$ cat src/rtl/vrq_pkg.sv
package vrq_pkg;

  localparam int unsigned RING_BYTES  = 1024;
  localparam int unsigned MAX_RECORD  = 64;
  localparam int unsigned QUEUE_DEPTH = 2;

  localparam int unsigned PTR_W  = $clog2(RING_BYTES);
  localparam int unsigned FREE_W = $clog2(RING_BYTES + 1);
  localparam int unsigned REC_W  = PTR_W;
  localparam int unsigned LEN_W  = 7;
  localparam int unsigned QPTR_W = $clog2(QUEUE_DEPTH);
  localparam int unsigned QCNT_W = $clog2(QUEUE_DEPTH + 1);

  localparam logic [2:0] CMD_OPEN  = 3'd0;
  localparam logic [2:0] CMD_PUSH  = 3'd1;
  localparam logic [2:0] CMD_POP   = 3'd2;
  localparam logic [2:0] CMD_PEEK  = 3'd3;
  localparam logic [2:0] CMD_CLEAR = 3'd4;

  localparam logic [1:0] ST_OK      = 2'd0;
  localparam logic [1:0] ST_NO_ROOM = 2'd1;
  localparam logic [1:0] ST_EMPTY   = 2'd2;
  localparam logic [1:0] ST_SEQ     = 2'd3;

  typedef enum logic [2:0] {
    OP_OPEN,
    OP_PUSH,
    OP_POP,
    OP_PEEK,
    OP_CLEAR,
    OP_NONE
  } op_e;

  typedef struct packed {
    logic [2:0]       cmd;
    logic [7:0]       data_byte;
    logic [LEN_W-1:0] rec_len;
    logic [LEN_W-1:0] read_limit;
  } in_t;

  typedef struct packed {
    logic [1:0] status;
    logic       byte_valid;
    logic [7:0] out_byte;
    logic       last;
    logic       queue_empty;
  } out_t;

  typedef struct packed {
    op_e              op;
    logic [7:0]       data_byte;
    logic [LEN_W-1:0] rec_len;
    logic [LEN_W-1:0] read_limit;
  } op_t;

  typedef struct packed {
    logic             we;
    logic [PTR_W-1:0] waddr;
    logic [7:0]       wdata;
    logic             re;
    logic [PTR_W-1:0] raddr;
  } ram_req_t;

endpackage

$ cat src/rtl/vrq_front.sv
module vrq_front (
  input  logic            clk_i,
  input  logic            rst_ni,
  input  logic            in_valid_i,
  output logic            in_ready_o,
  input  vrq_pkg::in_t    in_data_i,
  output logic            op_valid_o,
  input  logic            op_ready_i,
  output vrq_pkg::op_t    op_o
);

  vrq_pkg::op_t                  entry_q [vrq_pkg::QUEUE_DEPTH];
  logic [vrq_pkg::QPTR_W-1:0]    wr_ptr_q, wr_ptr_d;
  logic [vrq_pkg::QPTR_W-1:0]    rd_ptr_q, rd_ptr_d;
  logic [vrq_pkg::QCNT_W-1:0]    cnt_q, cnt_d;
  vrq_pkg::op_t                  op_new;
  logic                          push, pop;

  always_comb begin
    op_new.data_byte  = in_data_i.data_byte;
    op_new.rec_len    = in_data_i.rec_len;
    op_new.read_limit = in_data_i.read_limit;
    unique case (in_data_i.cmd)
      vrq_pkg::CMD_OPEN:  op_new.op = vrq_pkg::OP_OPEN;
      vrq_pkg::CMD_PUSH:  op_new.op = vrq_pkg::OP_PUSH;
      vrq_pkg::CMD_POP:   op_new.op = vrq_pkg::OP_POP;
      vrq_pkg::CMD_PEEK:  op_new.op = vrq_pkg::OP_PEEK;
      vrq_pkg::CMD_CLEAR: op_new.op = vrq_pkg::OP_CLEAR;
      default:            op_new.op = vrq_pkg::OP_NONE;
    endcase
  end

  assign in_ready_o = (cnt_q != vrq_pkg::QCNT_W'(vrq_pkg::QUEUE_DEPTH));
  assign op_valid_o = (cnt_q != '0);
  assign op_o       = entry_q[rd_ptr_q];
  assign push       = in_valid_i && in_ready_o;
  assign pop        = op_valid_o && op_ready_i;

  always_comb begin
    wr_ptr_d = wr_ptr_q;
    rd_ptr_d = rd_ptr_q;
    cnt_d    = cnt_q;
    if (push) begin
      wr_ptr_d = (wr_ptr_q == vrq_pkg::QPTR_W'(vrq_pkg::QUEUE_DEPTH - 1)) ? '0
                                                                           : wr_ptr_q + 1'b1;
    end
    if (pop) begin
      rd_ptr_d = (rd_ptr_q == vrq_pkg::QPTR_W'(vrq_pkg::QUEUE_DEPTH - 1)) ? '0
                                                                           : rd_ptr_q + 1'b1;
    end
    if (push && !pop) begin
      cnt_d = cnt_q + 1'b1;
    end else if (pop && !push) begin
      cnt_d = cnt_q - 1'b1;
    end
  end

  always_ff @(posedge clk_i or negedge rst_ni) begin
    if (!rst_ni) begin
      wr_ptr_q <= '0;
      rd_ptr_q <= '0;
      cnt_q    <= '0;
    end else begin
      wr_ptr_q <= wr_ptr_d;
      rd_ptr_q <= rd_ptr_d;
      cnt_q    <= cnt_d;
    end
  end

  always_ff @(posedge clk_i) begin
    if (push) begin
      entry_q[wr_ptr_q] <= op_new;
    end
  end

endmodule

$ cat config.mk
export PLATFORM = sky130hd
export DESIGN_NAME = vrq_front
export DESIGN_NICKNAME = d
export VERILOG_FILES = /design/src/rtl/vrq_pkg.sv /design/src/rtl/vrq_front.sv
export SDC_FILE = /design/constraint.sdc
export NUM_CORES = 1
export LEC_CHECK = 0
export ABC_AREA = 1
export BUFFER_PORTS_ARGS = -buffer_cell sky130_fd_sc_hd__buf_2
export CORE_MARGIN = 1.5
export CORE_UTILIZATION = 50
export DETAILED_ROUTE_END_ITERATION = 8
export PLACE_DENSITY = 0.74
export SLEW_MARGIN = 20
export SYNTH_ARGS = -nofsm -noshare
export SYNTH_HDL_FRONTEND = slang
export SYNTH_SLANG_ARGS = --single-unit
$ cat constraint.sdc
create_clock -name clk_i -period 2.39 [get_ports clk_i]
set_input_delay 0.478 -clock clk_i [delete_from_list [all_inputs] [get_ports clk_i]]
set_output_delay 0.478 -clock clk_i [all_outputs]
set_load 0.02 [all_outputs]
Word level (Yosys, flattened, before mapping). Memory sizes are Yosys's and may differ from the RTL's. Cells that the tools add are included.

$add $sub $neg: 4. Equality and inequality tests: 5. Mux-type cells: 7. Reductions and logical operators: 9.

Operator list (count): 3-bit case mux with 5 select lines (1); 3-bit by 2-bit equality test with 1-bit output, second input constant (2); 1-bit logical AND (4); 1-bit two-way mux (4); 2-bit two-way mux (2); 2-bit nonzero test (2); 3-bit by 1-bit equality test with 1-bit output, second input constant (1); 3-bit equality test, second input constant (1); 3-bit logical NOT (1); 1-bit adder, second input constant (2); 2-bit by 1-bit adder with 2-bit output, second input constant (1); 1-bit logical NOT (2); 2-bit inequality test, second input constant (1); 2-bit by 1-bit subtractor with 2-bit output, second input constant (1).

Register bits: 4. Memory bits (writable): 50. Output and inout bits: 27. Logic and storage cells: 29. Memories: 1.

Memories: entry_q (depth 2, bits a word 25, read ports 1, clocked after memory_dff 0, write ports 1, RTL line vrq_front.sv:12) `vrq_pkg::op_t entry_q [vrq_pkg::QUEUE_DEPTH];`.

Depth between registers and ports, before layout. Gate-level depths: netlist of the first run.

Word-level depth: 6. Gate-level depth with buffers: 10. Mapped depth without buffers: 10.

Least setup slack after synthesis of the first run. No wires, ideal clock.

Path kind: register to register. Start: register cnt_q[0] (netlist bit). End: memory entry_q[0][0] (netlist bit) (enable). Data arrival time: 1.684 ns. Required time: 1.983 ns. Setup slack: 0.299 ns. Stages on the path, launching flop included: 5. Path buffers: 0. Clock period less this slack: 2.091 ns. Path through: dfrtp_1 -> inv_2 -> nand2_4 -> nand2_4 -> nor2_1.

Cells in the longest elaborated chain, start to end: 4.

Ends and longest elaborated chain: start: declaration (RTL line vrq_front.sv:15) `logic [vrq_pkg::QCNT_W-1:0] cnt_q, cnt_d;`; start signal: assignment (RTL line vrq_front.sv:66) `cnt_q <= cnt_d;`; 2-bit inequality test (RTL line vrq_front.sv:33) `assign in_ready_o = (cnt_q != vrq_pkg::QCNT_W'(vrq_pkg::QUEUE_DEPTH));`; via in_ready_o (RTL line vrq_front.sv:5) `output logic in_ready_o,`; 1-bit logical AND (RTL line vrq_front.sv:36) `assign push = in_valid_i && in_ready_o;`; 1-bit two-way mux (RTL line vrq_front.sv:71) `if (push) begin`; 1-bit two-way mux (not written as such) (RTL line vrq_front.sv:72) `entry_q[wr_ptr_q] <= op_new;`; end: declaration (RTL line vrq_front.sv:12).

The timed path passes the listed nets, and every way through them passes these cells.

==> metrics, run 1 <==
kind of critical path flop to output port; die area 0.004641 mm2; final setup vio count 0; cts repair resizes 0; Most common cell on crit path nand2_1; worst hold path startpoint in_data_i[11]; num rows 23; core area 0.004029 mm2; Clock Tree Buf Depth 2; cts hold-fix bufs 1; total grt overflow 0; final instance area 0.002531 mm2; share of the synthesized area in the top cell type 70.80%; setup ws final 0.2109 ns; synth warn 0; detailed placement HPWL 2363 um; Min-Delay Path Class input pin to flop; First DRT Iteration DRCs 101; fin cells 276; Synth area leaders edfxtp_1 (71%), nand2_1 (14%), dfrtp_1 (4.7%); Leakage 1.131 nW; crit path DAT 1.70 ns; n_diodes 0; Slowest cell on crit path dfrtp_1; DRT Wirelength 3372 um; Worst-path clk slew 0.09 ns; Startpoint Class flop; TritonCTS clock tree yes; worst hold endpoint entry_q[0][11]; Multi-input gate area 426.7 um2; routed length per instance 12.22 um; CP endpoint kind output port; WHS Path Cells 1; max_cap viols 0; TNS Setup 0 ns; I/O pin count 56; Cell Area, Placed 0.002441 mm2; synthesized area per cell 13.01 um2; Post-Syn Area 0.002121 mm2; dpl ws 0.5301 ns; clock sink total 54; Core Util, Final 62.83%; FF-to-FF setup slack 0.82 ns; Starting Density 52.64%; Yosys top cell by area edfxtp_1; worst-skew pair later-pin latency 0.30 ns; Worst R2R Path Depth 5; vias in the first global route 1,220; clk_skew 0.007223 ns; Placer Congestion 0.7529; Least-Margin Pin Slew 0.7542 ns; Max-Slew Margin vs Limit 49.72%; Required @ worst endpoint 1.91 ns; sequential area share after synthesis 75.52%; Mapped Nets 193; Achievable Freq 0.4589 GHz; port buffer count 55; H-tree levels 2; layout cells sized above 1 34.96%; Post-Place Cells 267; cts bufs inserted 5; post-route ant nets 0; Final #Nets 255; postcts setup bufs 0; Reg area 0.001602 mm2; delay-heaviest family, CP flip-flops; synthesis-stage register bit count 54; Distinct cells, synth 19; crit-path cells buf_4 -> nand2_1 -> nand2_1 -> buf_2; Final Total Pwr 3.108 mW; R2R Path End entry_q[1][1]; post-layout min period 2.179 ns; R2R Path Start cnt_q[0]; largest net degree at the start of global routing 27; initial antenna violation count 0; Tot GR Track Use 15.50%; Post-route DRC 0; RSZ-0062 raised after global routing no; Peak VDD IR 0.0005677 V; DR pass1 iterations 4; root buffer cell clkbuf_8; crit-path max cell delay 0.84 ns; vias per cell 4.754; Area Growth Syn to Fin 19.35%; Hold Worst Slack 0.3579 ns; pwr dens 1228 mW/mm2; Die Ht 68.13 um; crit share post-route 91.18%; outcome finished, final reports clean; Via Count 1,312; Buffers & Inverters on Critical Path 2; CP max FO 19; Hold Vio Cnt, Final 0; DIE WIDTH 68.13 um; Fill cells 322; Final Max Slew Viols 0; Mapped Cells 163; first-pass GRT wire length 5078 um
-- report_power, final --
| group | leakage [nW] | switching (mW) | internal (mW) |
|---|---|---|---|
| clock | 0.0395 | 0.264 | 0.209 |
| combinational | 0.579 | 0.822 | 0.393 |
| sequential | 0.513 | 0.125 | 1.30 |
| total | 1.13 | 1.21 | 1.90 |
-- kinds of logic after synthesis --
logic type / share of synthesized area, %
simple gates: 17.76
flops: 75.52
buf+inv: 4.602
xor+xnor: 1.180
compound gates: 0.3541
fa+ha+maj: 0.5899
-- per-layer routing --
| metal | vias up | wire length, um | track usage (%) |
|---|---|---|---|
| met5 | - | 0 | 0 |
| met4 | 0 | 56 | 7.000 |
| met3 | 7 | 228 | 5.592 |
| met2 | 44 | 1630 | 27.31 |
| met1 | 602 | 1457 | 16.55 |
| li1 | 659 | - | - |
-- Yosys cell counts (all sizes together) --
| master | n |
|---|---|
| nand4 | 1 |
| xor2 | 1 |
| buf | 5 |
| dfrtp | 4 |
| nand3 | 2 |
| edfxtp | 50 |
| nor2 | 3 |
| ha | 1 |
| xnor2 | 1 |
| clkbuf | 1 |
| nand2 | 85 |
| inv | 8 |
| a21o | 1 |
-- cell type report --
cell class              instances  area share (%)
inverters                       8           1.483
repair buffers                 61           12.75
well taps                      50           2.472
flip-flops and latches         54           63.27
multi-input cells              95           16.86
clock buffers                   8           3.164
-- layout by cell type, fill, tap and decap left out --
| cell type | Yosys | routed |
|---|---|---|
| clkbuf_8 | 0 | 5 |
| nor2_1 | 3 | 1 |
| nand4_1 | 1 | 1 |
| nor2_2 | 0 | 2 |
| dfrtp_1 | 4 | 4 |
| nand2_2 | 6 | 6 |
| xor2_2 | 1 | 1 |
| buf_2 | 0 | 55 |
| nand3_1 | 2 | 2 |
| nand2_1 | 77 | 77 |
| edfxtp_1 | 50 | 50 |
| inv_2 | 2 | 2 |
| xnor2_1 | 1 | 1 |
| buf_4 | 1 | 5 |
| clkbuf_1 | 1 | 3 |
| inv_8 | 1 | 1 |
| ha_1 | 1 | 1 |
| nand2_4 | 2 | 2 |
| a21o_1 | 1 | 1 |
| inv_1 | 5 | 5 |
| dlygate4sd3_1 | 0 | 1 |
-- state kept, by name (all words and copies together), names as in the netlist --
name / count
wr_ptr_q: 1
rd_ptr_q: 1
entry_q: 50
cnt_q: 2
-- worst reg2reg max path, stage by stage, from the launching register on --
cell	delay, ns
dfrtp_1	0.40
inv_2	0.08
nand2_4	0.07
nand2_4	0.07
nor2_2	0.39
buf_4	0.28
-- worst max-delay path by stage --
stage                     startpoint             to  slack (ns)  cells after the start
after floorplan             cnt_q[0]  entry_q[0][0]        0.30                      4
after global placement      rd_ptr_q        op_o[0]        0.56                      4
after detailed placement    rd_ptr_q        op_o[1]        0.53                      4
after CTS                   rd_ptr_q        op_o[1]        0.20                      4
after global routing        rd_ptr_q        op_o[0]        0.09                      4
final                       rd_ptr_q        op_o[1]        0.21                      4
No activity file was read; power rests on OpenSTA's default activity.
==> inputs of run 2 (changes only) <==
--- a/config.mk
+++ b/config.mk
@@ -11,6 +11,7 @@
 export CORE_UTILIZATION = 50
 export DETAILED_ROUTE_END_ITERATION = 8
 export PLACE_DENSITY = 0.74
+export RECOVER_POWER = 25
 export SLEW_MARGIN = 20
 export SYNTH_ARGS = -nofsm -noshare
 export SYNTH_HDL_FRONTEND = slang
==> run 2 against run 1 <==
Net effect: non-clock buffer count is the same; first-iteration DRC count grew 5.9%; hold slack is essentially flat.
==> metrics, run 2 (synthesis gave the netlist of run 1 again) <==
Most common cell on crit path nand2_1 (unchanged); top flop regs entry_q x50, cnt_q x2 (unchanged); Post-route DRC 0 (unchanged); Biggest register entry_q (unchanged); max_cap viols 0 (unchanged); layout cells sized above 1 33.19% (was 34.96%); H-tree levels 2 (unchanged); Leakage 1.120 nW (was 1.131 nW); Reg power frac 45.7% (about the same); routed length per instance 12.21 um (was 12.22 um); first-pass GRT wire length 5078 um (unchanged); Hold Vio Cnt, Final 0 (unchanged); Slowest cell on crit path dfrtp_1 (unchanged); RSZ-0062 raised after global routing no (unchanged); initial antenna violation count 0 (unchanged); switch share 38.98% (was 38.97%); DR pass1 iterations 4 (unchanged); n_diodes 0 (unchanged); DIE WIDTH 68.13 um (unchanged); Placer Congestion 0.7529 (unchanged); port buffer count 55 (unchanged); total grt overflow 0 (unchanged); crit-path max cell delay 0.84 ns (about the same); core area 0.004029 mm2 (unchanged); Peak VDD IR 0.0005677 V (unchanged); root buffer cell clkbuf_8 (unchanged); Worst-path clk slew 0.09 ns (about the same); pwr dens 1230 mW/mm2 (was 1228 mW/mm2); Net Sw Power 1.211 mW (about the same); Required @ worst endpoint 1.91 ns (about the same); worst-skew pair later-pin latency 0.30 ns (about the same); num rows 23 (unchanged); crit-path cells buf_4 -> nand2_1 -> nand2_1 -> buf_2 (unchanged); Max-Slew Margin vs Limit 49.72% (unchanged); internal power 1.896 mW (was 1.897 mW); crit share post-route 91.18% (unchanged); TritonCTS clock tree yes (unchanged); Area Growth Syn to Fin 19.11% (was 19.35%); Tot GR Track Use 15.50% (unchanged); Startpoint Class flop (unchanged); post-layout min period 2.179 ns (unchanged); CP max FO 19 (unchanged); max reg flops 50 (unchanged); largest net degree at the start of global routing 27 (unchanged); Final Max Slew Viols 0 (unchanged); DRT Wirelength 3369 um (was 3372 um); Least-Margin Pin Slew 0.7542 ns (unchanged); kind of critical path flop to output port (unchanged); Final #Nets 255 (unchanged); Logic pwr share 39.1% (about the same); postcts setup bufs 0 (unchanged); clock sink total 54 (unchanged); die area 0.004641 mm2 (unchanged); commonest non-fill, non-tap cell in the layout nand2_1 (unchanged); Clock Tree Buf Depth 2 (unchanged); crit path DAT 1.70 ns (about the same); Via Count 1,311 (was 1,312); dpl ws 0.5301 ns (unchanged); setup ws final 0.2109 ns (unchanged); vias per cell 4.750 (was 4.754); Die Ht 68.13 um (unchanged); I/O pin count 56 (unchanged); First DRT Iteration DRCs 107 (was 101); post-route ant nets 0 (unchanged); Starting Density 52.64% (unchanged); cts bufs inserted 5 (unchanged); clk_skew 0.007179 ns (was 0.007223 ns); CP endpoint kind output port (unchanged); Min-Delay Path Class input pin to flop (unchanged); power share of the clock group 15.2% (about the same); Achievable Freq 0.4589 GHz (unchanged); most frequent cells in the layout nand2_1 (77), buf_2 (51), edfxtp_1 (50), clkbuf_1 (7), nand2_2 (6) (was nand2_1 (77), buf_2 (55), edfxtp_1 (50), nand2_2 (6)); final setup vio count 0 (unchanged); TNS Setup 0 ns (unchanged); detailed placement HPWL 2363 um (unchanged); outcome finished, final reports clean (unchanged); vias in the first global route 1,220 (unchanged)
## run 2: worst paths after layout
path / start / endpoint / slack, ns / cells after the start
worst max-delay path: rd_ptr_q / op_o[1] / 0.21 / 4
worst min-delay path: in_data_i[11] / entry_q[0][11] / 0.36 / 1
worst max register to register: cnt_q[0] / entry_q[1][1] / 0.82 / 5
worst min register to register: cnt_q[0] / cnt_q[0] / 0.52 / 1
max in group asynchronous: rst_ni / rd_ptr_q / 1.76 / 2
min in group asynchronous: rst_ni / cnt_q[0] / 0.51 / 2
## run 2: timing repair
| action | CTS | global route |
|---|---|---|
| hold endpoints to repair | 4 | 0 |
| resized for setup | 0 | 0 |
| hold buffers | 1 | 0 |
## run 2: power by group through the flow
stage | combinational, mW | sequential [mW] | clock [mW]
floorplan | 0.944 | 1.38 | 0
global placement | 1.22 | 1.44 | 0
detailed placement | 1.23 | 1.44 | 0
CTS | 1.24 | 1.42 | 0.479
global route | 1.35 | 1.44 | 0.510
finish | 1.21 | 1.42 | 0.472
## run 2: layout make-up
cell class | instances | area, um2
Sequential cell | 54 | 1602
Clock buffer | 8 | 80.08
Multi-Input combinational cell | 95 | 426.7
Timing Repair Buffer | 61 | 317.8
Fill cell | 325 | 1503
Inverter | 8 | 37.54
Tap cell | 50 | 62.56
## run 2: stage by stage
step                      hold WS [ns]  area (um2)  cells  util, %  total power [mW]
after CTS                       0.3529        2531    276    62.83             3.140
after floorplan                 0.1824        2121    163        -             2.326
after detailed placement        0.2861        2441    267    60.59             2.677
after global routing            0.3483        2526    276    62.70             3.301
after global placement          0.2879        2441    267    60.59             2.653
final                           0.3579        2526    276    62.70             3.107
## run 2: worst max-delay path, delay by kind of cell (launching register included)
| kind | cells | cell delay, ns |
|---|---|---|
| buf+inv | 2 | 0.43 |
| flops | 1 | 0.84 |
| simple gates | 2 | 0.12 |
## run 2: routing by layer
metal  vias to the layer above  routed length, um  global-route usage [%]
li1                        659                  -                       -
met1                       601               1454                   16.55
met2                        44               1630                   27.31
met3                         7                227                   5.592
met4                         0                 56                   7.000
met5                         -                  0                       0
==> inputs of run 3 (changes only) <==
--- a/config.mk
+++ b/config.mk
@@ -10,7 +10,7 @@
 export CORE_MARGIN = 1.5
 export CORE_UTILIZATION = 50
 export DETAILED_ROUTE_END_ITERATION = 8
-export PLACE_DENSITY = 0.74
+export PLACE_DENSITY = 0.83
 export RECOVER_POWER = 25
 export SLEW_MARGIN = 20
 export SYNTH_ARGS = -nofsm -noshare
==> constraint.sdc (replaced) <==
create_clock -name clk_i -period 2.1 [get_ports clk_i]
set_input_delay 0.42 -clock clk_i [delete_from_list [all_inputs] [get_ports clk_i]]
set_output_delay 0.42 -clock clk_i [all_outputs]
set_load 0.02 [all_outputs]
==> run 3 against run 2 <==
Net effect: combinational power increased by 17%; flip-flop and latch count unchanged; largest power group unchanged; register-to-register slack got worse by 0.15 ns; non-clock buffer count increased by 1; power increased by 14%; sequential share of layout area decreased by 0.16 points; design area increased by 0.25%; routed wire length increased by 0.77%; clock-buffer cell count decreased by 2; critical path depth unchanged.
==> metrics, run 3 (synthesis gave the netlist of run 1 again) <==
Reg power frac 45.0% (was 45.7%); pwr dens 1402 mW/mm2 (was 1230 mW/mm2); vias in the first global route 1,205 (was 1,220); clk_skew 0.007493 ns (was 0.007179 ns); power share of the clock group 15.0% (was 15.2%); initial antenna violation count 0 (unchanged); I/O pin count 56 (unchanged); layout cells sized above 1 33.63% (was 33.19%); First DRT Iteration DRCs 74 (was 107); TNS Setup 0 ns (unchanged); Max-Slew Margin vs Limit 64.92% (was 49.72%); Post-route DRC 0 (unchanged); DRT Wirelength 3395 um (was 3369 um); Starting Density 52.64% (unchanged); commonest non-fill, non-tap cell in the layout nand2_1 (unchanged); top flop regs entry_q x50, cnt_q x2 (unchanged); first-pass GRT wire length 5050 um (was 5078 um); Startpoint Class flop (unchanged); outcome finished, final reports clean (unchanged); TritonCTS clock tree yes (unchanged); Multi-input gate area 426.7 um2 (unchanged); DIE WIDTH 68.13 um (unchanged); clock sink total 54 (unchanged); Area Growth Syn to Fin 19.41% (was 19.11%); num rows 23 (unchanged); root buffer cell clkbuf_8 (unchanged); Worst R2R Path Depth 9 (was 5); post-layout min period 1.985 ns; WHS Path Cells 1 (unchanged); die area 0.004641 mm2 (unchanged); Tot GR Track Use 15.68% (was 15.50%); CP max FO 12 (was 19); Clock Tree Buf Depth 2 (unchanged); final instance area 0.002532 mm2 (was 0.002526 mm2); Leakage 1.120 nW (about the same); max reg flops 50 (unchanged); switch share 39.18% (was 38.98%); Logic pwr share 40.0% (was 39.1%); largest net degree at the start of global routing 27 (unchanged); Final Max Slew Viols 0 (unchanged); routed length per instance 12.30 um (was 12.21 um); Min-Delay Path Class input pin to flop (unchanged); Required @ worst endpoint 1.68 ns (was 1.91 ns); Biggest register entry_q (unchanged); final setup vio count 0 (unchanged); Achievable Freq 0.5039 GHz; n_diodes 0 (unchanged); core area 0.004029 mm2 (unchanged); setup ws final 0.1153 ns (was 0.2109 ns); Hold Worst Slack 0.3003 ns (was 0.3579 ns); crit path DAT 1.56 ns (was 1.70 ns); CP endpoint kind output port (unchanged); Fill cells 330 (was 325); port buffer count 55 (unchanged); Hold Vio Cnt, Final 0 (unchanged); Via Count 1,291 (was 1,311); Final #Nets 256 (was 255); internal power 2.159 mW (was 1.896 mW); Peak VDD IR 0.0006555 V (was 0.0005677 V); detailed placement HPWL 2438 um (was 2363 um); cts bufs inserted 5 (unchanged); Worst-path clk slew 0.09 ns (about the same); most frequent cells in the layout nand2_1 (77), edfxtp_1 (50), buf_2 (50) (was nand2_1 (77), buf_2 (51), edfxtp_1 (50), clkbuf_1 (7), nand2_2 (6)); kind of critical path flop to output port (unchanged); post-route ant nets 0 (unchanged); total grt overflow 0 (unchanged); worst-skew pair later-pin latency 0.30 ns (about the same); Post-Place Cells 268 (was 267); crit share post-route 94.51%; Placer Congestion 0.6924 (was 0.7529); H-tree levels 2 (unchanged); Die Ht 68.13 um (unchanged); fin cells 276 (unchanged); Cell Area, Placed 0.002449 mm2 (was 0.002441 mm2); max_cap viols 0 (unchanged); vias per cell 4.678 (was 4.750); Least-Margin Pin Slew 0.5262 ns (was 0.7542 ns); Reg area 0.001602 mm2 (unchanged); RSZ-0062 raised after global routing no (unchanged); DR pass1 iterations 4 (unchanged); Net Sw Power 1.391 mW (was 1.211 mW); dpl ws 0.4449 ns (was 0.5301 ns)
==> run 3: changes by cell type in the layout (fill, tap and decap cells not counted) <==
cell / delta
buf_2: -1
clkbuf_1: -1
clkinvlp_4: +1
buf_4: +1
==> run 3: what timing repair did <==
item	4_1_cts	5_1_grt
hold endpoints to repair	4	0
gates resized for setup	0	0
setup buffers	0	0
hold buffers	1	0
==> run 3: worst paths after layout <==
path | slack (ns) | end | from
worst max-delay path | 0.12 | op_o[4] | rd_ptr_q
worst min-delay path | 0.30 | entry_q[1][4] | in_data_i[4]
worst max register to register | 0.67 | cnt_q[1] | cnt_q[0]
worst min register to register | 0.54 | cnt_q[0] | cnt_q[0]
max in group asynchronous | 1.54 | cnt_q[0] | rst_ni
min in group asynchronous | 0.44 | wr_ptr_q | rst_ni
==> run 3: area by class of cell <==
| class | count | share of cell area (%) |
|---|---|---|
| inverter | 8 | 1.482 |
| tap | 50 | 2.470 |
| clock buffer | 6 | 2.866 |
| clock inverter | 1 | 0.2964 |
| multi-input combinational | 95 | 16.85 |
| timing repair buffer | 62 | 12.80 |
| sequential | 54 | 63.24 |
==> run 3: through the flow <==
stage / utilization [%] / total power [mW]
4_1_cts: 63.01 / 3.582
3_5_place_dp: 60.78 / 3.062
6_report: 62.86 / 3.550
2_1_floorplan: - / 2.647
5_1_grt: 62.86 / 3.768
3_3_place_gp: 60.78 / 3.018
==> run 3: power by group through the flow <==
stage                     combinational [mW]  clock (mW)  sequential [mW]
after floorplan                         1.07           0             1.57
after global placement                  1.40           0             1.61
after detailed placement                1.44           0             1.63
after CTS                               1.44       0.539             1.60
after global routing                    1.57       0.578             1.62
final                                   1.42       0.531             1.60
==> run 3: per-layer routing <==
metal | global-route usage [%] | vias up | part of all wire (%)
li1 | - | 659 | -
met1 | 17.81 | 577 | 42
met2 | 26.58 | 47 | 49
met3 | 4.770 | 8 | 6.1
met4 | 8.250 | 0 | 2.6
met5 | 0 | - | 0
==> run 3: worst max-delay path, cell delays in order (launching register included) <==
cell     delay, ns
dfrtp_1       0.68
buf_4         0.26
nand2_1       0.07
nand2_1       0.08
buf_2         0.16
