**config.mk**
```make
export PLATFORM = sky130hd
export DESIGN_NAME = vrq_back
export DESIGN_NICKNAME = d
export VERILOG_FILES = /design/src/rtl/vrq_pkg.sv /design/src/rtl/vrq_back.sv
export SDC_FILE = /design/constraint.sdc
export NUM_CORES = 1
export LEC_CHECK = 0
export BUFFER_PORTS_ARGS = -buffer_cell sky130_fd_sc_hd__buf_2
export CAP_MARGIN = 20
export CORE_ASPECT_RATIO = 1.25
export CORE_MARGIN = 10
export CORE_UTILIZATION = 64
export DETAILED_ROUTE_END_ITERATION = 12
export GPL_ROUTABILITY_DRIVEN = 0
export PLACE_DENSITY = 0.87
export SLEW_MARGIN = 20
export SYNTH_ARGS = -nofsm -noshare
export SYNTH_HDL_FRONTEND = slang
export SYNTH_SLANG_ARGS = --single-unit
```
**constraint.sdc**
```tcl
create_clock -name clk_i -period 8.6 [get_ports clk_i]
set_input_delay 1.29 -clock clk_i [delete_from_list [all_inputs] [get_ports clk_i]]
set_output_delay 1.29 -clock clk_i [all_outputs]
set_load 0.02 [all_outputs]
```
**src/rtl/vrq_pkg.sv**
```systemverilog
package vrq_pkg;

  localparam int unsigned RING_BYTES  = 1024;
  localparam int unsigned MAX_RECORD  = 64;
  localparam int unsigned QUEUE_DEPTH = 2;

  localparam int unsigned PTR_W  = $clog2(RING_BYTES);
  localparam int unsigned FREE_W = $clog2(RING_BYTES + 1);
  localparam int unsigned REC_W  = PTR_W;
  localparam int unsigned LEN_W  = 7;
  localparam int unsigned QPTR_W = $clog2(QUEUE_DEPTH);
  localparam int unsigned QCNT_W = $clog2(QUEUE_DEPTH + 1);

  localparam logic [2:0] CMD_OPEN  = 3'd0;
  localparam logic [2:0] CMD_PUSH  = 3'd1;
  localparam logic [2:0] CMD_POP   = 3'd2;
  localparam logic [2:0] CMD_PEEK  = 3'd3;
  localparam logic [2:0] CMD_CLEAR = 3'd4;

  localparam logic [1:0] ST_OK      = 2'd0;
  localparam logic [1:0] ST_NO_ROOM = 2'd1;
  localparam logic [1:0] ST_EMPTY   = 2'd2;
  localparam logic [1:0] ST_SEQ     = 2'd3;

  typedef enum logic [2:0] {
    OP_OPEN,
    OP_PUSH,
    OP_POP,
    OP_PEEK,
    OP_CLEAR,
    OP_NONE
  } op_e;

  typedef struct packed {
    logic [2:0]       cmd;
    logic [7:0]       data_byte;
    logic [LEN_W-1:0] rec_len;
    logic [LEN_W-1:0] read_limit;
  } in_t;

  typedef struct packed {
    logic [1:0] status;
    logic       byte_valid;
    logic [7:0] out_byte;
    logic       last;
    logic       queue_empty;
  } out_t;

  typedef struct packed {
    op_e              op;
    logic [7:0]       data_byte;
    logic [LEN_W-1:0] rec_len;
    logic [LEN_W-1:0] read_limit;
  } op_t;

  typedef struct packed {
    logic             we;
    logic [PTR_W-1:0] waddr;
    logic [7:0]       wdata;
    logic             re;
    logic [PTR_W-1:0] raddr;
  } ram_req_t;

endpackage

```
**src/rtl/vrq_back.sv**
```systemverilog
module vrq_back (
  input  logic                clk_i,
  input  logic                rst_ni,
  input  logic                op_valid_i,
  output logic                op_ready_o,
  input  vrq_pkg::op_t        op_i,
  output vrq_pkg::ram_req_t   ram_req_o,
  input  logic [7:0]          ram_rdata_i,
  output logic                out_valid_o,
  input  logic                out_ready_i,
  output vrq_pkg::out_t       out_data_o
);

  typedef enum logic [2:0] {
    S_IDLE = 3'b001,
    S_HDR  = 3'b010,
    S_EMIT = 3'b100
  } state_e;

  state_e                           state_q, state_d;
  logic [vrq_pkg::PTR_W-1:0]        head_q, head_d;
  logic [vrq_pkg::PTR_W-1:0]        tail_q, tail_d;
  logic [vrq_pkg::PTR_W-1:0]        pos_q, pos_d;
  logic [vrq_pkg::FREE_W-1:0]       free_q, free_d;
  logic [vrq_pkg::LEN_W-1:0]        open_q, open_d;
  logic [vrq_pkg::REC_W-1:0]        recs_q, recs_d;
  logic [vrq_pkg::LEN_W-1:0]        cnt_q, cnt_d;
  logic [vrq_pkg::LEN_W-1:0]        limit_q, limit_d;
  logic                             remove_q, remove_d;
  logic                             out_valid_q, out_valid_d;
  vrq_pkg::out_t                    out_q, out_d;

  logic                             out_free;
  logic                             emit;
  logic [1:0]                       emit_status;
  logic                             emit_byte_valid;
  logic [7:0]                       emit_byte;
  logic                             emit_last;
  logic [vrq_pkg::FREE_W-1:0]       need;
  logic [7:0]                       n_min;
  logic [vrq_pkg::LEN_W-1:0]        n_cnt;
  logic [vrq_pkg::PTR_W+1:0]        skip_sum;
  logic [vrq_pkg::FREE_W:0]         free_sum;

  function automatic logic [vrq_pkg::PTR_W-1:0] advance(input logic [vrq_pkg::PTR_W-1:0] p);
    return (p == vrq_pkg::PTR_W'(vrq_pkg::RING_BYTES - 1)) ? '0 : p + 1'b1;
  endfunction

  assign out_free   = !out_valid_q || out_ready_i;
  assign op_ready_o = (state_q == S_IDLE) && out_free;
  assign need       = vrq_pkg::FREE_W'(op_i.rec_len) + 1'b1;

  always_comb begin
    n_min = (ram_rdata_i < {1'b0, limit_q}) ? ram_rdata_i : {1'b0, limit_q};
    n_cnt = (n_min > 8'(vrq_pkg::MAX_RECORD)) ? vrq_pkg::LEN_W'(vrq_pkg::MAX_RECORD)
                                              : n_min[vrq_pkg::LEN_W-1:0];
    skip_sum = (vrq_pkg::PTR_W + 2)'(head_q) + (vrq_pkg::PTR_W + 2)'(ram_rdata_i) + 1'b1;
    if (skip_sum >= (vrq_pkg::PTR_W + 2)'(vrq_pkg::RING_BYTES)) begin
      skip_sum = skip_sum - (vrq_pkg::PTR_W + 2)'(vrq_pkg::RING_BYTES);
    end
    free_sum = (vrq_pkg::FREE_W + 1)'(free_q) + (vrq_pkg::FREE_W + 1)'(ram_rdata_i) + 1'b1;
    if (free_sum > (vrq_pkg::FREE_W + 1)'(vrq_pkg::RING_BYTES)) begin
      free_sum = (vrq_pkg::FREE_W + 1)'(vrq_pkg::RING_BYTES);
    end
  end

  always_comb begin
    state_d         = state_q;
    head_d          = head_q;
    tail_d          = tail_q;
    pos_d           = pos_q;
    free_d          = free_q;
    open_d          = open_q;
    recs_d          = recs_q;
    cnt_d           = cnt_q;
    limit_d         = limit_q;
    remove_d        = remove_q;
    ram_req_o       = '0;
    emit            = 1'b0;
    emit_status     = vrq_pkg::ST_OK;
    emit_byte_valid = 1'b0;
    emit_byte       = '0;
    emit_last       = 1'b1;

    unique case (state_q)
      S_IDLE: begin
        if (op_valid_i && out_free) begin
          unique case (op_i.op)
            vrq_pkg::OP_OPEN: begin
              emit = 1'b1;
              if (open_q != '0) begin
                emit_status = vrq_pkg::ST_SEQ;
              end else if (op_i.rec_len == '0 ||
                           op_i.rec_len > vrq_pkg::LEN_W'(vrq_pkg::MAX_RECORD) ||
                           free_q < need) begin
                emit_status = vrq_pkg::ST_NO_ROOM;
              end else begin
                free_d          = free_q - need;
                ram_req_o.we    = 1'b1;
                ram_req_o.waddr = tail_q;
                ram_req_o.wdata = 8'(op_i.rec_len);
                tail_d          = advance(tail_q);
                open_d          = op_i.rec_len;
              end
            end
            vrq_pkg::OP_PUSH: begin
              emit = 1'b1;
              if (open_q == '0) begin
                emit_status = vrq_pkg::ST_SEQ;
              end else begin
                ram_req_o.we    = 1'b1;
                ram_req_o.waddr = tail_q;
                ram_req_o.wdata = op_i.data_byte;
                tail_d          = advance(tail_q);
                open_d          = open_q - 1'b1;
                if (open_q == vrq_pkg::LEN_W'(1)) begin
                  recs_d = recs_q + 1'b1;
                end
              end
            end
            vrq_pkg::OP_POP, vrq_pkg::OP_PEEK: begin
              if (recs_q == '0) begin
                emit        = 1'b1;
                emit_status = (open_q != '0) ? vrq_pkg::ST_SEQ : vrq_pkg::ST_EMPTY;
              end else begin
                ram_req_o.re    = 1'b1;
                ram_req_o.raddr = head_q;
                limit_d         = op_i.read_limit;
                remove_d        = (op_i.op == vrq_pkg::OP_POP);
                state_d         = S_HDR;
              end
            end
            vrq_pkg::OP_CLEAR: begin
              emit   = 1'b1;
              tail_d = head_q;
              free_d = vrq_pkg::FREE_W'(vrq_pkg::RING_BYTES);
              open_d = '0;
              recs_d = '0;
            end
            default: begin
              emit = 1'b1;
            end
          endcase
        end
      end
      S_HDR: begin
        if (out_free) begin
          if (remove_q) begin
            head_d = skip_sum[vrq_pkg::PTR_W-1:0];
            free_d = free_sum[vrq_pkg::FREE_W-1:0];
            recs_d = recs_q - 1'b1;
          end
          if (n_cnt == '0) begin
            emit    = 1'b1;
            state_d = S_IDLE;
          end else begin
            ram_req_o.re    = 1'b1;
            ram_req_o.raddr = advance(head_q);
            pos_d           = advance(head_q);
            cnt_d           = n_cnt;
            state_d         = S_EMIT;
          end
        end
      end
      S_EMIT: begin
        if (out_free) begin
          emit            = 1'b1;
          emit_byte_valid = 1'b1;
          emit_byte       = ram_rdata_i;
          emit_last       = (cnt_q == vrq_pkg::LEN_W'(1));
          if (cnt_q == vrq_pkg::LEN_W'(1)) begin
            state_d = S_IDLE;
          end else begin
            ram_req_o.re    = 1'b1;
            ram_req_o.raddr = advance(pos_q);
            pos_d           = advance(pos_q);
            cnt_d           = cnt_q - 1'b1;
          end
        end
      end
      default: begin
        state_d = S_IDLE;
      end
    endcase
  end

  always_comb begin
    out_valid_d = out_valid_q;
    out_d       = out_q;
    if (emit) begin
      out_valid_d       = 1'b1;
      out_d.status      = emit_status;
      out_d.byte_valid  = emit_byte_valid;
      out_d.out_byte    = emit_byte;
      out_d.last        = emit_last;
      out_d.queue_empty = (free_d == vrq_pkg::FREE_W'(vrq_pkg::RING_BYTES));
    end else if (out_ready_i) begin
      out_valid_d = 1'b0;
    end
  end

  always_ff @(posedge clk_i or negedge rst_ni) begin
    if (!rst_ni) begin
      state_q     <= S_IDLE;
      head_q      <= '0;
      tail_q      <= '0;
      free_q      <= vrq_pkg::FREE_W'(vrq_pkg::RING_BYTES);
      open_q      <= '0;
      recs_q      <= '0;
      out_valid_q <= 1'b0;
    end else begin
      state_q     <= state_d;
      head_q      <= head_d;
      tail_q      <= tail_d;
      free_q      <= free_d;
      open_q      <= open_d;
      recs_q      <= recs_d;
      out_valid_q <= out_valid_d;
    end
  end

  always_ff @(posedge clk_i) begin
    pos_q    <= pos_d;
    cnt_q    <= cnt_d;
    limit_q  <= limit_d;
    remove_q <= remove_d;
    out_q    <= out_d;
  end

  assign out_valid_o = out_valid_q;
  assign out_data_o  = out_q;

endmodule

```
# After elaboration in Yosys (flattened, before gate mapping)
# Cells that the tools add are included.
# Widths: inputs -> output; s select.
# totals
rom_bits	0
ramBits	0
regBits	90
input_bits	37
latch_bits	0
out_inout_bits	45
n_memories	0
# op_classes
magnitude_cmp	6
n_div	0
n_addsub	14
mul	0
n_bitwise	1
n_eq_ne	28
mux	75
n_shift	0
reduce_logical	25
# op_table
operator	n
$mux 10	16
$mux 11	12
$mux 19	4
$pmux 10 s2	3
$mux 7	8
$pmux 11 s2	2
$add 10x1->10 const B	4
$pmux 19 s2	1
$pmux 11 s3	1
$eq 10x10->1 const B	3
$mux 30	1
$pmux 10 s3	1
$logic_not 7->1	3
$mux 3	7
$pmux 7 s3	1
$ne 2x2->1 const B	10
$sub 10x1->10 const B	2
$eq 7x1->1 const B	2
$pmux 7 s2	1
$sub 7x1->7 const B	2
$add 11x1->12 const B	1
$add 11x8->12	1
$add 12x1->12 const B	1
$ge 12x11->1 const B	1
other kinds (37)	61

# Depth between registers and ports, before layout
# Gate-level depths: netlist of the first run.
# depth
depth_word	9
mapped_depth	15

# Worst setup path before layout of the first run
# No wires, ideal clock.
# synth_timing
path_type	input -> output
from	in op_i[9] in the netlist's numbering
to	out ram_req_o[20] in the netlist's numbering
t_arrival_ns	3.952
path_slack_ns	3.358
t_required_ns	7.310
cell_stages	13
path_buffers	2
cell_sequence	clkbuf_1 and3_1 nand3_1 xor2_1 ha_1 nand2_1 nand2_1 a21oi_1 a211oi_2 nor2_1 nor2_1 clkbuf_1 and2_1
# synth_lines
item	line	text
start: declaration	vrq_back.sv:6	input vrq_pkg::op_t op_i,
end: declaration	vrq_back.sv:7	output vrq_pkg::ram_req_t ram_req_o,

==> results of run 1 <==
[area by class of cell]
class	instances	area [um2]	area share
Clock inverter	5	78.8	0.0103
Tap cell	132	165	0.0216
Multi-Input combinational cell	650	4150	0.542
Sequential cell	90	2440	0.320
Timing Repair Buffer	86	443	0.0579
Inverter	36	135	0.0177
Clock buffer	11	233	0.0304
[cells in the mapped netlist (8+ instances only)]
cell type,instances
o21ai_0,27
ha_1,41
a31oi_1,11
inv_1,35
nor2_1,90
and3_1,24
nor4_1,11
clkbuf_1,26
nor3_1,22
mux2i_1,9
o211ai_1,8
dfrtp_1,50
edfxtp_1,38
nand2_1,88
nor2b_1,8
or3_1,9
o31ai_1,9
a22oi_1,21
and2_1,18
o21ai_1,40
nand3_1,27
xnor2_1,22
xor2_1,17
a21oi_1,43
a21o_1,10
[path summary, 6_finish.rpt]
check	start	to	slack [ps]	cells past startpoint
max	ram_rdata_i[1]	ram_req_o[3]	2680	10
min	recs_q[9]	recs_q[9]	490	1
max reg2reg	limit_q[1]	cnt_q[3]	4570	9
min reg2reg	recs_q[9]	recs_q[9]	490	1
max in group asynchronous	rst_ni	head_q[3]	7080	2
min in group asynchronous	rst_ni	recs_q[1]	1060	2
[through the flow]
step | hold slack, ps | power (mW) | instances | util
finish | 487 | 1.35 | 1010 | 0.728
global route | 495 | 1.42 | 1010 | 0.728
CTS | 476 | 1.34 | 1010 | 0.727
detailed placement | 467 | 0.922 | 994 | 0.697
global placement | 465 | 0.901 | 994 | 0.697
floorplan | 438 | 0.810 | 805 | -
[worst max-delay path: cells and delay by family]
family          cells  cell delay [ps]
simple gates        1              400
mux                 1              840
buf+inv             2              400
fa+ha+maj           1              300
compound gates      5             1400
[cells in the final DEF, fill, tap and decap left out, types with 4 or more instances in the layout]
cell,n
nor2_1,90
nand2_1,88
buf_2,81
dfrtp_1,50
a21oi_1,43
ha_1,41
o21ai_1,39
edfxtp_1,38
inv_1,35
nand3_1,27
o21ai_0,27
and3_1,24
xnor2_1,22
nor3_1,22
a22oi_1,21
and2_1,18
xor2_1,17
a31oi_1,11
nor4_1,11
a21o_1,10
or3_1,9
mux2i_1,9
o31ai_1,9
clkbuf_16,9
nor2b_1,8
o211ai_1,8
nand2b_1,7
a211oi_1,5
o22ai_1,5
buf_4,5
nor3b_1,4
o21a_1,4
nand3b_1,4
[cell families after synthesis]
| logic type | count (synthesis) |
|---|---|
| buffers and inverters | 65 |
| adders and majority gates | 44 |
| AOI/OAI and AO/OA | 221 |
| DFF | 90 |
| xor gates and xnor gates | 39 |
| muxes | 10 |
| and+or+nand+nor | 336 |
[layer usage]
| layer | share of wire | global-route usage | up-vias |
|---|---|---|---|
| met5 | 0 | 0 | - |
| met4 | 0.035 | 0.108 | 0 |
| met2 | 0.50 | 0.423 | 348 |
| li1 | - | - | 3092 |
| met3 | 0.078 | 0.0567 | 71 |
| met1 | 0.39 | 0.283 | 3150 |
[flip-flops by register name, indices dropped and copies added (netlist names)]
register	cells
remove_q	1
recs_q	10
limit_q	7
state_q	3
out_valid_o	1
head_q	10
tail_q	10
cnt_q	7
out_data_o	13
free_q	11
pos_q	10
open_q	7
[power by group through the flow]
| stage | clock [mW] | sequential [mW] | combinational (mW) |
|---|---|---|---|
| floorplan | 0 | 0.567 | 0.243 |
| global placement | 0 | 0.575 | 0.326 |
| detailed placement | 0 | 0.578 | 0.344 |
| CTS | 0.424 | 0.570 | 0.346 |
| global route | 0.444 | 0.579 | 0.392 |
| finish | 0.424 | 0.573 | 0.351 |
==> flow_summary.ini, run 1 <==
[power_and_ir_drop]
p_seq_frac = 0.425
comb_power_share = 0.261
clockPowerShare = 0.314
netSwitchingFraction = 0.335
power_density_nw_per_um2 = 176
switching_power_mw = 0.452
intPower_mw = 0.897
leakage_nw = 3.45
ir_drop_mv = 0.108

[yosys]
synth_seq_cells = 90
synth_top_area_share = 0.183
synthAdderAreaFrac = 0.0839
synth-main-ff-cell = dfrtp_1
ys_types = 81
synth_nets = 886
async_reset_ff_frac = 0.578
synth-edff-count = 38
synth_largest_area_cell = dfrtp_1
syn_area_per_cell_um2 = 8.48
synthMuxAreaShare = 0.0148
synth_compound_area_frac = 0.212
synthSimpleGateAreaFrac = 0.245
synth_top_family_by_area = simple AND/OR/NAND/NOR gates
synth_xor_area_frac = 0.0500
netlist_area_um2 = 6830
seq_area_frac_synth = 0.358
synthCells = 805
yosys-top-cells-area = dfrtp_1 18%, edfxtp_1 17%, ha_1 7.5%, nor2_1 4.9%, nand2_1 4.8%
ys_warn_count = 0

[global_route]
grt-ovfl-total = 0
grt_util_all_layers = 0.245
grt_pass1_wl_um = 31400
grt_pass1_vias = 6632
antenna_found_initial = 0
grt_max_degree = 53

[place]
portBuffers = 81
place_area_um2 = 7330
hpwlAfterDp_um = 14400
place_ws_ps = 2810

[sta]
hold_violations = 0
setup_viol = 0
min_period_over_period = 0.688
rsz0062_at_grt = no
report.final.slew_viol_count = 0
finalClockSkew_ps = 5.74
fmax_ghz = 0.169
tns_ps = 0
fin_ws_ps = 2680
worst_slew_pin_slew_ps = 958
slew_headroom = 0.357
fin_crit_ps = 5920

[route]
first_pass_iters = 5
drc = 0
viasPerCell = 6.60
wl_um = 19000
drt_iter0_drc = 529
vias = 6661
antenna_left = 0
wl_per_cell_um = 18.9

[finish]
synthToLayoutAreaGrowth_pct = 12.0
fin_nets = 954
drive_gt1_frac = 0.139
fillers = 822
stdcell_area_um2 = 7650
antenna_cells = 0

[floorplan]
start_util = 0.650
core_um2 = 10500
dieWidth_um = 112
die-area_um2 = 15200
num_rows = 42
num_io_pins = 82
die_y_um = 135

[setup_path]
critPathLaunchType = primary input
path_max_fanout = 10
cp-end-kind = output port
cpPeakStageDelay_ps = 840
cp_slowest_cell = mux2i_1
arrival_ps = 4630
crit_chain = buf_2 -> ha_1 -> a21o_1 -> a21o_1 -> a21oi_1 -> o21ai_1 -> mux2i_1 -> nand2_1 -> o31ai_1 -> buf_2
critPathRequiredTime_ps = 7310
crit_type = primary input to output port

[clock_network]
cts.path.max_buffers = 2
clock-sinks = 90
clock_latency_ps = 350
numCtsBuffers = 9
path_clk_slew_ps = 60
cts_setup_buffers = 0
cts_resized = 0
hold_buffers = 0
h-tree-depth = 3
cts_root_buf = clkbuf_16
cts_tree = done

[outcome]
status = finished, final reports clean

[flow_run]
drv_cap = 0

[worst_hold_path]
hold_class = flop to flop
(Power assumes the default switching activity.)
==> inputs of run 2 (changes only) <==
--- a/config.mk
+++ b/config.mk
@@ -9,10 +9,10 @@
 export CAP_MARGIN = 20
 export CORE_ASPECT_RATIO = 1.25
 export CORE_MARGIN = 10
-export CORE_UTILIZATION = 64
+export CORE_UTILIZATION = 60
 export DETAILED_ROUTE_END_ITERATION = 12
 export GPL_ROUTABILITY_DRIVEN = 0
-export PLACE_DENSITY = 0.87
+export PLACE_DENSITY = 0.82
 export SLEW_MARGIN = 20
 export SYNTH_ARGS = -nofsm -noshare
 export SYNTH_HDL_FRONTEND = slang
==> constraint.sdc (replaced) <==
create_clock -name clk_i -period 6.05 [get_ports clk_i]
set_input_delay 0.9075 -clock clk_i [delete_from_list [all_inputs] [get_ports clk_i]]
set_output_delay 0.9075 -clock clk_i [all_outputs]
set_load 0.02 [all_outputs]
==> run 2 against run 1 <==
Compared with the run above:
- utilization down 3.9 points
- clock-buffer cell count decreased by 1
- sequential power grew 42%
- highest routed layer unchanged
==> flow_summary.ini, run 2 (synthesis results as in run 1) <==
[setup_path]
critPathRequiredTime_ps = 5140
critPathLaunchType = primary input
crit_type = primary input to output port
cp_num_buf_inv = 2
cp-end-kind = output port
crit_chain = buf_2 -> ha_1 -> and3_1 -> nand3_1 -> xor2_1 -> ha_1 -> nand2_1 -> nand2_1 -> a21oi_1 -> a211oi_2 -> nor2_1 -> nor2_1 -> and2_1 -> buf_2
arrival_ps = 4020
path_max_fanout = 11
cpPeakStageDelay_ps = 640
cp_slowest_cell = a211oi_2
cp_top_family = simple AND/OR/NAND/NOR gates

[sta]
report.final.slew_viol_count = 0
hold_violations = 0
worst_slew_pin_slew_ps = 944
hold_ws_ps = 502
fmax_ghz = 0.203
tns_ps = 0
rsz0062_at_grt = no
fin_crit_ps = 4930
finalClockSkew_ps = 3.79
slew_headroom = 0.369
setup_viol = 0
min_period_over_period = 0.814

[place]
hpwlAfterDp_um = 14100
place_area_um2 = 7340
portBuffers = 81

[finish]
fin_nets = 955
final_common_cell = nor2_1
stdcell_area_um2 = 7670
drive_gt1_frac = 0.142
antenna_cells = 0
final_cell_mix = 90 x nor2_1, 88 x nand2_1, 81 x buf_2
synthToLayoutAreaGrowth_pct = 12.3
largest_register_ffs = 13

[clock_network]
cts_resized = 0
hold_buffers = 0
clock_latency_ps = 340
cts_setup_buffers = 0
clock-sinks = 90
cts.path.max_buffers = 2
numCtsBuffers = 9
path_clk_slew_ps = 70
h-tree-depth = 3
cts_tree = done
cts_root_buf = clkbuf_16

[outcome]
status = finished, final reports clean

[floorplan]
start_util = 0.613
core_um2 = 11100
die_y_um = 139
num_io_pins = 82
dieWidth_um = 115
die-area_um2 = 16100
num_rows = 43

[global_route]
antenna_found_initial = 0
grt-ovfl-total = 0
grt_pass1_vias = 6430
grt_max_degree = 53
grt_pass1_wl_um = 31000
grt_util_all_layers = 0.232

[power_and_ir_drop]
switching_power_mw = 0.647
ir_drop_mv = 0.157
leakage_nw = 3.45
intPower_mw = 1.26
power_density_nw_per_um2 = 249
p_seq_frac = 0.425
netSwitchingFraction = 0.339
comb_power_share = 0.261
clockPowerShare = 0.315

[flow_run]
drv_cap = 0

[worst_hold_path]
hold_class = flop to flop

[route]
antenna_left = 0
wl_per_cell_um = 18.5
drt_iter0_drc = 493
viasPerCell = 6.39
wl_um = 18700
drc = 0
vias = 6484
first_pass_iters = 6
==> run 2: cell types whose count changed in the layout (fill, tap and decap cells not counted), sizes merged <==
cell      previous run  this run
inv                 36        38
buf                 86        87
clkinv               3         1
clkbuf              11        10
bufinv               2         1
clkinvlp             0         2
==> run 2: path summary, 6_finish.rpt <==
check / from / to / slack [ps] / cells after the start
worst max-delay path: op_i[7] / ram_req_o[19] / 1120 / 14
worst min-delay path: recs_q[9] / recs_q[9] / 500 / 1
worst max register to register: free_q[0] / out_data_o[0] / 2360 / 12
worst min register to register: recs_q[9] / recs_q[9] / 500 / 1
max in group asynchronous: rst_ni / state_q[2] / 4910 / 2
min in group asynchronous: rst_ni / recs_q[2] / 680 / 2
==> run 2: routing by layer <==
metal,share of wire,vias up,GRT usage
met1,0.41,3079,0.287
met2,0.49,285,0.390
met3,0.077,41,0.0456
li1,-,3079,-
met4,0.023,0,0.0782
met5,0,-,0
==> run 2: cell type report <==
type	count	area (um2)
Timing Repair Buffer	87	450
Clock buffer	10	250
Inverter	36	135
Sequential cell	90	2440
Clock inverter	6	71.3
Multi-Input combinational cell	650	4150
Fill cell	905	3470
Tap cell	135	169
==> run 2: metrics by stage <==
stage / worst slack, ps / power, mW / instances / util
floorplan: 1570 / 1.15 / 805 / -
global placement: 1270 / 1.28 / 998 / 0.659
detailed placement: 1150 / 1.31 / 998 / 0.659
CTS: 1150 / 1.90 / 1014 / 0.688
global route: 747 / 2.01 / 1014 / 0.689
finish: 1120 / 1.91 / 1014 / 0.689
==> run 2: worst reg2reg max path, cell delays in order (launching register included) <==
cell      delay, ps
dfrtp_1         380
inv_1           110
ha_1            190
inv_1            60
fa_1            430
a211oi_1        250
o21ai_1         150
and3_1          250
a311oi_2        590
nor3_1          120
a211o_1         330
or3b_1          410
nor4_2          230
==> run 2: power groups by stage <==
stage	sequential, mW	clock [mW]	combinational, mW
finish	0.811	0.601	0.498
global route	0.824	0.628	0.560
CTS	0.808	0.603	0.493
detailed placement	0.820	0	0.490
global placement	0.816	0	0.464
floorplan	0.806	0	0.345
==> inputs of run 3 (changes only) <==
--- a/config.mk
+++ b/config.mk
@@ -9,10 +9,10 @@
 export CAP_MARGIN = 20
 export CORE_ASPECT_RATIO = 1.25
 export CORE_MARGIN = 10
-export CORE_UTILIZATION = 60
+export CORE_UTILIZATION = 54
 export DETAILED_ROUTE_END_ITERATION = 12
 export GPL_ROUTABILITY_DRIVEN = 0
-export PLACE_DENSITY = 0.82
+export PLACE_DENSITY = 0.78
 export SLEW_MARGIN = 20
 export SYNTH_ARGS = -nofsm -noshare
 export SYNTH_HDL_FRONTEND = slang
==> constraint.sdc (replaced) <==
create_clock -name clk_i -period 4.45 [get_ports clk_i]
set_input_delay 0.6675 -clock clk_i [delete_from_list [all_inputs] [get_ports clk_i]]
set_output_delay 0.6675 -clock clk_i [all_outputs]
set_load 0.02 [all_outputs]
==> run 3 against run 2 <==
Compared with the run above:
- flip-flop and latch count unchanged
- final area is 0.69% higher
- utilization is 6.0 points lower
- critical path type unchanged
- via count is 3.7% lower
- register-to-register slack worse by 1300 ps
- final cell count grew 3.4%
- first-iteration DRC count is 26% lower
==> flow_summary.ini, run 3 (synthesis results as in run 1) <==
[clock_network]
clock-sinks = 90
cts_root_buf = clkbuf_16
hold_buffers = 0
h-tree-depth = 3
cts_tree = done
clock_latency_ps = 350
path_clk_slew_ps = 70
numCtsBuffers = 9
cts_resized = 0
cts.path.max_buffers = 2
cts_setup_buffers = 0

[setup_path]
reg2reg_from = free_q[0]
critPathRequiredTime_ps = 3780
cp-end-kind = output port
path_max_fanout = 11
startpoint = op_i[7]
crit_type = primary input to output port
critPathLaunchType = primary input
arrival_ps = 3320

[global_route]
grt-ovfl-total = 0
grt_max_degree = 32
grt_pass1_wl_um = 29000
grt_pass1_vias = 6019
grt_util_all_layers = 0.197
antenna_found_initial = 0

[sta]
fmax_ghz = 0.251
report.final.slew_viol_count = 0
rsz0062_at_grt = no
setup_viol = 0
slew_headroom = 0.394
finalClockSkew_ps = 12.4
tns_ps = 0
hold_violations = 0
min_period_over_period = 0.895
worst_slew_pin_slew_ps = 907
fin_crit_ps = 3980

[route]
vias = 6247
wl_um = 17700
first_pass_iters = 5
drc = 0
drt_iter0_drc = 367
viasPerCell = 5.96
antenna_left = 0
wl_per_cell_um = 16.9

[power_and_ir_drop]
intPower_mw = 1.68
ir_drop_mv = 0.298
clockPowerShare = 0.306
power_density_nw_per_um2 = 330
p_seq_frac = 0.433
switching_power_mw = 0.865
leakage_nw = 3.47
netSwitchingFraction = 0.339
comb_power_share = 0.261

[finish]
synthToLayoutAreaGrowth_pct = 13.1
drive_gt1_frac = 0.146
fin_nets = 960
fillers = 1126
finalNonFillerCells = 1048
antenna_cells = 0
final_common_cell = nor2_1
final_cell_mix = 90 x nor2_1, 88 x nand2_1, 81 x buf_2
largest_register_ffs = 13

[worst_hold_path]
hold_class = primary input to asynchronous set/reset pin

[floorplan]
num_rows = 45
start_util = 0.556
die_y_um = 146
num_io_pins = 82
dieWidth_um = 121
die-area_um2 = 17600
core_um2 = 12300

[flow_run]
drv_cap = 0

[place]
hpwlAfterDp_um = 13600
portBuffers = 81
dp_cells = 1032

[outcome]
status = finished, final reports clean
==> run 3: cell types whose count changed in the layout (fill, tap and decap cells not counted), sizes merged <==
cell    before  now
buf         87   92
clkbuf      10    9
clkinv       1    2
==> run 3: final timing paths <==
check                                end  slack [ps]  cells after the start
setup reg to reg           out_data_o[0]        1050                     12
hold reg to reg                recs_q[9]         500                      1
min in group clk_i            limit_q[2]         500                      1
hold / removal                 recs_q[6]         300                      1
max in group asynchronous     free_q[10]        3320                      2
setup / recovery           ram_req_o[26]         470                     14
==> run 3: layer usage <==
metal	wire length, um	GRT usage	up-vias
met3	1010	0.0422	26
met2	8740	0.333	168
met4	313	0.0623	0
met1	7630	0.243	2950
li1	-	-	3103
met5	0	0	-
==> run 3: layout make-up <==
| type | instances | area (um2) | share of cell area |
|---|---|---|---|
| Clock inverter | 7 | 75.1 | 0.00972 |
| Inverter | 36 | 135 | 0.0175 |
| Clock buffer | 9 | 225 | 0.0292 |
| Sequential cell | 90 | 2440 | 0.317 |
| Tap cell | 164 | 205 | 0.0266 |
| Multi-Input combinational cell | 650 | 4150 | 0.537 |
| Timing Repair Buffer | 92 | 488 | 0.0632 |
==> run 3: worst max-delay path: stages <==
cell and delay [ps]:
buf_2 130, ha_1 220, and3_1 190, xnor2_1 130
ha_1 350, and2_1 200, a311oi_1 330, a21o_1 280
a211oi_2 110, nor2_1 150, nor2_1 60, buf_4 180
and2_1 160, buf_2 150
==> run 3: through the flow <==
stage	area [um2]	power, mW	hold slack (ps)	util	setup WS, ps
floorplan	6830	1.57	372	-	453
CTS	7710	2.55	324	0.628	463
global placement	7410	1.76	462	0.604	551
finish	7720	2.55	300	0.629	467
global route	7720	2.68	359	0.629	308
detailed placement	7410	1.78	468	0.604	460
==> run 3: power groups by stage <==
stage	sequential (mW)	clock (mW)	combinational [mW]
finish	1.10	0.780	0.665
global route	1.12	0.815	0.750
CTS	1.10	0.783	0.666
detailed placement	1.12	0	0.659
global placement	1.11	0	0.647
floorplan	1.10	0	0.470
